===== src/design/quadratic_root_solver_defines.svh =====
`ifndef QUADRATIC_ROOT_SOLVER_DEFINES_SVH
`define QUADRATIC_ROOT_SOLVER_DEFINES_SVH

// implication checked on every rising clock edge outside reset
`define QRS_ASSERT_IMP(label, ante, cons, msg) \
   label: assert property (@(posedge clock) disable iff (reset) (ante) |-> (cons)) \
      else $error(msg);

// condition that must never hold outside reset
`define QRS_ASSERT_NEVER(label, cond, msg) \
   label: assert property (@(posedge clock) disable iff (reset) !(cond)) \
      else $error(msg);

`endif


===== src/design/qrs_sqrt.sv =====
`default_nettype none

module qrs_sqrt #(
   parameter int TAG_W = 8
) (
   input  wire logic              clock,
   input  wire logic              reset,
   input  wire logic              in_valid,
   input  wire logic [63:0]       in_x,
   input  wire logic [TAG_W-1:0]  in_tag,
   output logic                   out_valid,
   output logic [31:0]            out_root,
   output logic [TAG_W-1:0]       out_tag
);

   localparam int STAGES = 32;
   localparam int REM_W  = 35;

   logic [REM_W-1:0] rem_ff  [STAGES];
   logic [31:0]      root_ff [STAGES];
   logic [63:0]      x_ff    [STAGES];
   logic [TAG_W-1:0] tag_ff  [STAGES];
   logic             v_ff    [STAGES];

   for (genvar i = 0; i < STAGES; i++) begin : g_stage
      logic [REM_W-1:0] rem_p;
      logic [31:0]      root_p;
      logic [63:0]      x_p;
      logic [TAG_W-1:0] tag_p;
      logic             v_p;
      logic [REM_W-1:0] cat;
      logic [REM_W-1:0] trial;
      logic             ge;
      logic [REM_W-1:0] rem_in;
      logic [31:0]      root_in;

      if (i == 0) begin : g_first
         assign rem_p  = '0;
         assign root_p = '0;
         assign x_p    = in_x;
         assign tag_p  = in_tag;
         assign v_p    = in_valid;
      end else begin : g_next
         assign rem_p  = rem_ff[i-1];
         assign root_p = root_ff[i-1];
         assign x_p    = x_ff[i-1];
         assign tag_p  = tag_ff[i-1];
         assign v_p    = v_ff[i-1];
      end

      always_comb begin
         cat     = {rem_p[REM_W-3:0], x_p[63:62]};
         trial   = REM_W'({root_p, 2'b01});
         ge      = (cat >= trial);
         rem_in  = ge ? (cat - trial) : cat;
         root_in = {root_p[30:0], ge};
      end

      always_ff @(posedge clock) begin
         rem_ff[i]  <= rem_in;
         root_ff[i] <= root_in;
         x_ff[i]    <= {x_p[61:0], 2'b00};
         tag_ff[i]  <= tag_p;
         if (reset) begin
            v_ff[i] <= 1'b0;
         end else begin
            v_ff[i] <= v_p;
         end
      end
   end

   assign out_valid = v_ff[STAGES-1];
   assign out_root  = root_ff[STAGES-1];
   assign out_tag   = tag_ff[STAGES-1];

endmodule

`default_nettype wire


===== config.mk =====
export PLATFORM = sky130hd
export DESIGN_NAME = qrs_sqrt
export DESIGN_NICKNAME = d
export VERILOG_FILES = /design/src/design/quadratic_root_solver_defines.svh /design/src/design/qrs_sqrt.sv
export SDC_FILE = /design/constraint.sdc
export NUM_CORES = 2
export LEC_CHECK = 0
export ABC_CLOCK_PERIOD_IN_PS = 3800
export BUFFER_PORTS_ARGS = -buffer_cell sky130_fd_sc_hd__buf_2
export CORE_MARGIN = 3
export CORE_UTILIZATION = 56
export DETAILED_ROUTE_END_ITERATION = 10
export GPL_TIMING_DRIVEN = 0
export PLACE_DENSITY = 0.75
export SETUP_SLACK_MARGIN = 0.1
export SYNTH_ARGS = -nofsm -noshare
export SYNTH_HDL_FRONTEND = slang
export SYNTH_MEMORY_MAX_BITS = 65536
export SYNTH_SLANG_ARGS = --single-unit
export TNS_END_PERCENT = 1

===== constraint.sdc =====
create_clock -name clock -period 3.8 [get_ports clock]
set_clock_uncertainty 0.2 [all_clocks]
set_input_delay 0.38 -clock clock [delete_from_list [all_inputs] [get_ports clock]]
set_output_delay 0.38 -clock clock [all_outputs]
set_load 0.02 [all_outputs]

; ---- Yosys cells after proc, flatten, opt, wreduce, memory -nomap -nowiden
; Memory sizes are Yosys's and may differ from the RTL's.
; Index checks and enable logic that the tools add are counted.
; Widths: inputs -> output; s select.
[word_totals]
regBits = 0
latch_bits = 0
mem_bits_rw = 4416
rom_bits = 0
inputBits = 75
out_inout_bits = 41
elab_cells = 168
mem_count = 5
[classes]
n_addsub = 32
mul = 0
div_mod_pow = 0
n_lt_le_gt_ge = 32
eq_ne = 0
shift = 0
mux = 67
n_bitwise = 32
reduce_logical = 0
[mem_list]
columns = memory, words, width, read_ports, rd_ports_with_merged_regs, wr, line
row1 = x_ff, 32, 62, 31, 0, 32, qrs_sqrt.sv:21  ; logic [63:0] x_ff [STAGES];
row2 = rem_ff, 32, 35, 31, 0, 32, qrs_sqrt.sv:19  ; logic [REM_W-1:0] rem_ff [STAGES];
row3 = root_ff, 32, 32, 32, 0, 32, qrs_sqrt.sv:20  ; logic [31:0] root_ff [STAGES];
row4 = tag_ff, 32, 8, 32, 0, 32, qrs_sqrt.sv:22  ; logic [TAG_W-1:0] tag_ff [STAGES];
row5 = v_ff, 32, 1, 32, 0, 32, qrs_sqrt.sv:23  ; logic v_ff [STAGES];
[op_table]
columns = op, count
row1 = $mux 35, 32
row2 = $ge 35x34->1, 31
row3 = $sub 35x34->35, 31
row4 = $mux 1, 35
row5 = $or 1x1->1, 32
row6 = $sub 2x1->3 const B, 1
row7 = $ge 2x1->1 const B, 1

; ---- Logic depth before layout (Yosys ltp)
[logic_depth]
ltp_word = 3
ltp_mapped = 16
ltp_nobuf = 13

; ---- Least setup slack after synthesis
; OpenSTA, ideal clock, no wires.
[synth_timing]
path_type = register to register
from = mem root_ff[21][7], in the netlist root_ff[1][167]
to = mem rem_ff[22][22], in the netlist rem_ff[1][232]
setup_ns = 0.121
arrival_ns = 3.086
required_time_ns = 3.479
slack_ns = 0.393
path_stages_with_launch = 13
synth_period_minus_slack_ns = 3.407
cell_sequence = dfxtp_1 -> inv_1 -> ha_1 -> a211o_1 -> or4_1 -> o221a_2 -> a221oi_1 -> o21bai_1 -> a21oi_1 -> o21bai_1 -> a311oi_1 -> xnor2_1 -> mux2_2
[synth_rtl]
columns = element, line
row1 = "start, declared", qrs_sqrt.sv:20
row2 = "end, declared", qrs_sqrt.sv:19

==> reports/qor.txt <==
Count of standard-cell rows: 152
Synthesized netlist cell count: 9278
Series of cell instances along the critical path: inv_1 > ha_1 > nand3_1 > nor2_2 > nor3b_2 > o2111ai_1 > a31oi_2 > a21oi_1 > nand2_2 > inv_1 > or4_1 > nand2_1
Worst Setup Slack, final: -3.18 ps
Class of the worst hold path: reg2reg
Wirelength, routed: 213 mm
Combined global-route utilization of all metal layers: 23.3%
Count of distinct cell types in the synthesized netlist: 92
Total Negative Setup Slacks: -3.18 ps
Critical path class: reg2reg
Maximum number of pins on one net before global-route repair: 17
Final count of hold timing violations: 0
Number of antenna violations at the first check in global routing: 3
Leftover overflow at the end of global routing: 0
Commonest non-fill, non-tap cell in the layout: dfxtp_1
First-pass GRT wire length: 339 mm
Number of fillers in the final layout: 13200
Proportion of register bits with asynchronous set or reset after synthesis: 0%
Leakage power summed over all cells: 52.8 nW
Worst-case vdd ir drop: 0.000617 V
Vias in the first global route: 65900
# setup viols final: 1
Mapped Area: 96900 um^2
Width of the die: 422 um
Initial Utilization: 56.4%
Floorplan die height: 422 um
Routed via count divided by cell count: 5.31
Residual antenna-violating net count after detailed routing: 0
Synth top area cells: dfxtp_1, ha_1, xnor2_1
Final routed wire length divided by cell count: 17.2 um
CTS tree: built
Worst path max stage delay: 540 ps
Part of the total power dissipated in the clock network: 36.1%
Failing checks: negative setup slack
Maximum capacitance violations: 0
Post-layout instance area: 112000 um^2
Post-synth EDFFs: 0
Synthesis Warnings: 0
Normalized max-slew margin: 17.5%
Most repeated library cell on the critical path: inv_1
Final HPWL DP: 152 mm
Via total after detailed routing: 65600
Endpoint type of the worst setup path: flop
Sw frac: 27.6%
Result of the run: complete, but fails checks
Weighted congestion reported at the end of routability-driven placement: 0.933
DIE AREA: 178000 um^2
Kind of start point of the critical path: flop
Placed Instance Area: 100000 um^2
Net switching power of the design: 21.1 mW
Power density of the placed cells: 682 nW/um^2
Int Pwr: 55.5 mW
RSZ-0062 raised after global routing: yes
First drt pass iteration count: 8
Buffers from clock root to sink, at most: 4
Slew Limit Fails: 0
Final cycle utilization of the critical path: 100%
Ports: 116
Total design power: 76.6 mW
Buffers on Ports: 115
Clk root buf: clkbuf_16
Core area: 172000 um^2
Post-route core utilization: 65.4%
DRC: 0
Biggest fanout along the worst timing path: 9
Layout Area Growth over Synthesis: 15.9%
Portion of total power attributed to combinational logic: 15.7%
Mean post-synth cell area: 10.4 um^2
Number of violations reported at the end of detailed-routing iteration 0: 4310
Prevailing post-synth register cell: dfxtp_1
Register share of total power: 48.3%
Area share of the largest cell type after synthesis: 57.5%
Dominant delay contributor by cell family on the critical path: simple AND/OR/NAND/NOR gates
Clock Pin Slew Worst Setup and Hold Paths: 70 ps
Shortest clock period the worst path allows after layout: 3800 ps
Share of layout cells above drive strength 1: 9.21%
Clock tree sinks: 2782
Num CTS Buffers: 287
Data required, critical path: 4400 ps
H-tree depth reported by CTS: 5
Count of state elements after synthesis: 2782
Fmax: 263 MHz
Commonest cells after routing, fill and taps aside: dfxtp_1, inv_1, nand2_1
Cell with the biggest individual delay on the critical path: or4_1
Final-stage net count: 10500
Data arrival time of the critical path: 4400 ps
Number of nets produced by synthesis: 9914
Slew of the pin with the lowest slew margin: 1230 ps
Register area share after synthesis: 57.5%
Buffers and inverters on the worst path: 2
Clk_lat worst skew: 920 ps
Post-synthesis cell type with the largest combined area: dfxtp_1
==> final timing paths <==
| kind | from | end | slack [ps] | cells past startpoint |
|---|---|---|---|---|
| hold reg to reg | x_ff[0][469] | x_ff[0][533] | 70 | 0 |
| hold / removal | x_ff[0][469] | x_ff[0][533] | 70 | 0 |
| setup reg to reg | root_ff[1][264] | rem_ff[1][345] | -3 | 12 |
| setup / recovery | root_ff[1][264] | rem_ff[1][345] | -3 | 12 |
==> per-layer routing <==
layer | vias to the layer above | part of all wire [%] | wire (um) | global-route usage (%)
met2 | 1514 | 49 | 104000 | 40.5
met3 | 458 | 4.3 | 9170 | 3.17
met5 | - | 0 | 0 | 0
met1 | 30900 | 44 | 92900 | 29.5
met4 | 0 | 3.3 | 7020 | 8.30
li1 | 32700 | - | - | -
==> power groups by stage <==
stage	registers [mW]	logic, mW	clock network, mW
3_5_place_dp	37.5	11.5	0
3_3_place_gp	37.4	11.3	0
6_report	37.0	12.0	27.6
4_1_cts	36.9	11.8	28.2
2_1_floorplan	36.3	8.96	0
5_1_grt	37.5	13.4	29.4
==> sequential cells by signal, indices dropped and copies added, names as in the netlist <==
| name | cells |
|---|---|
| x_ff | 992 |
| v_ff | 32 |
| tag_ff | 256 |
| rem_ff | 974 |
| root_ff | 528 |
==> Yosys cell counts (155+ instances only) <==
cell type and number:
a21oi_1 595, nor3_1 201, nand2_1 590, o21ai_0 485, inv_1 701, xnor2_1 410, ha_1 561, a21o_1 276
nor2_1 584, clkbuf_1 155, dfxtp_1 2782, xor2_1 394
==> metrics by stage <==
stage	hold WS [ps]	setup slack, ps	cells
6_report	69.7	-3.18	12400
5_1_grt	50.3	-105	12400
4_1_cts	0.618	102	12300
3_5_place_dp	112	-936	11700
3_3_place_gp	110	-901	11700
2_1_floorplan	110	393	9278
==> cell families (layout without fill, tap and decap cells) <==
group	count (synthesis)	in the layout	synth area share [%]
DFF	2782	2782	57.5
buffers and inverters	878	1642	3.42
muxes	99	99	1.15
AOI/OAI and AO/OA	1826	1826	11.5
adders and majority gates	561	561	7.24
and+or+nand+nor	2327	2327	11.9
xor gates and xnor gates	804	804	7.27
other	1	6	0.00387
==> area by class of cell <==
| cell class | instances | area, um^2 | area share (%) |
|---|---|---|---|
| well taps | 2310 | 2890 | 2.57 |
| plain buffers | 174 | 856 | 0.762 |
| multi-input cells | 5618 | 38700 | 34.5 |
| clock buffers | 388 | 8220 | 7.32 |
| flip-flops and latches | 2782 | 55700 | 49.6 |
| inverters | 703 | 2640 | 2.35 |
| clock inverters | 107 | 1180 | 1.05 |
| diodes | 5 | 12.5 | 0.0111 |
| repair buffers | 270 | 2110 | 1.88 |
==> what timing repair did <==
| action | 4_1_cts | 5_1_grt |
|---|---|---|
| endpoints found under the setup margin | 444 | 519 |
| setup buffers | 2 | 5 |
| pin swaps | 4 | 21 |
| hold buffers | 148 | 0 |
| endpoints found under the hold margin | 105 | 0 |
| resized for setup | 125 | 165 |
(Power assumes the default switching activity.)
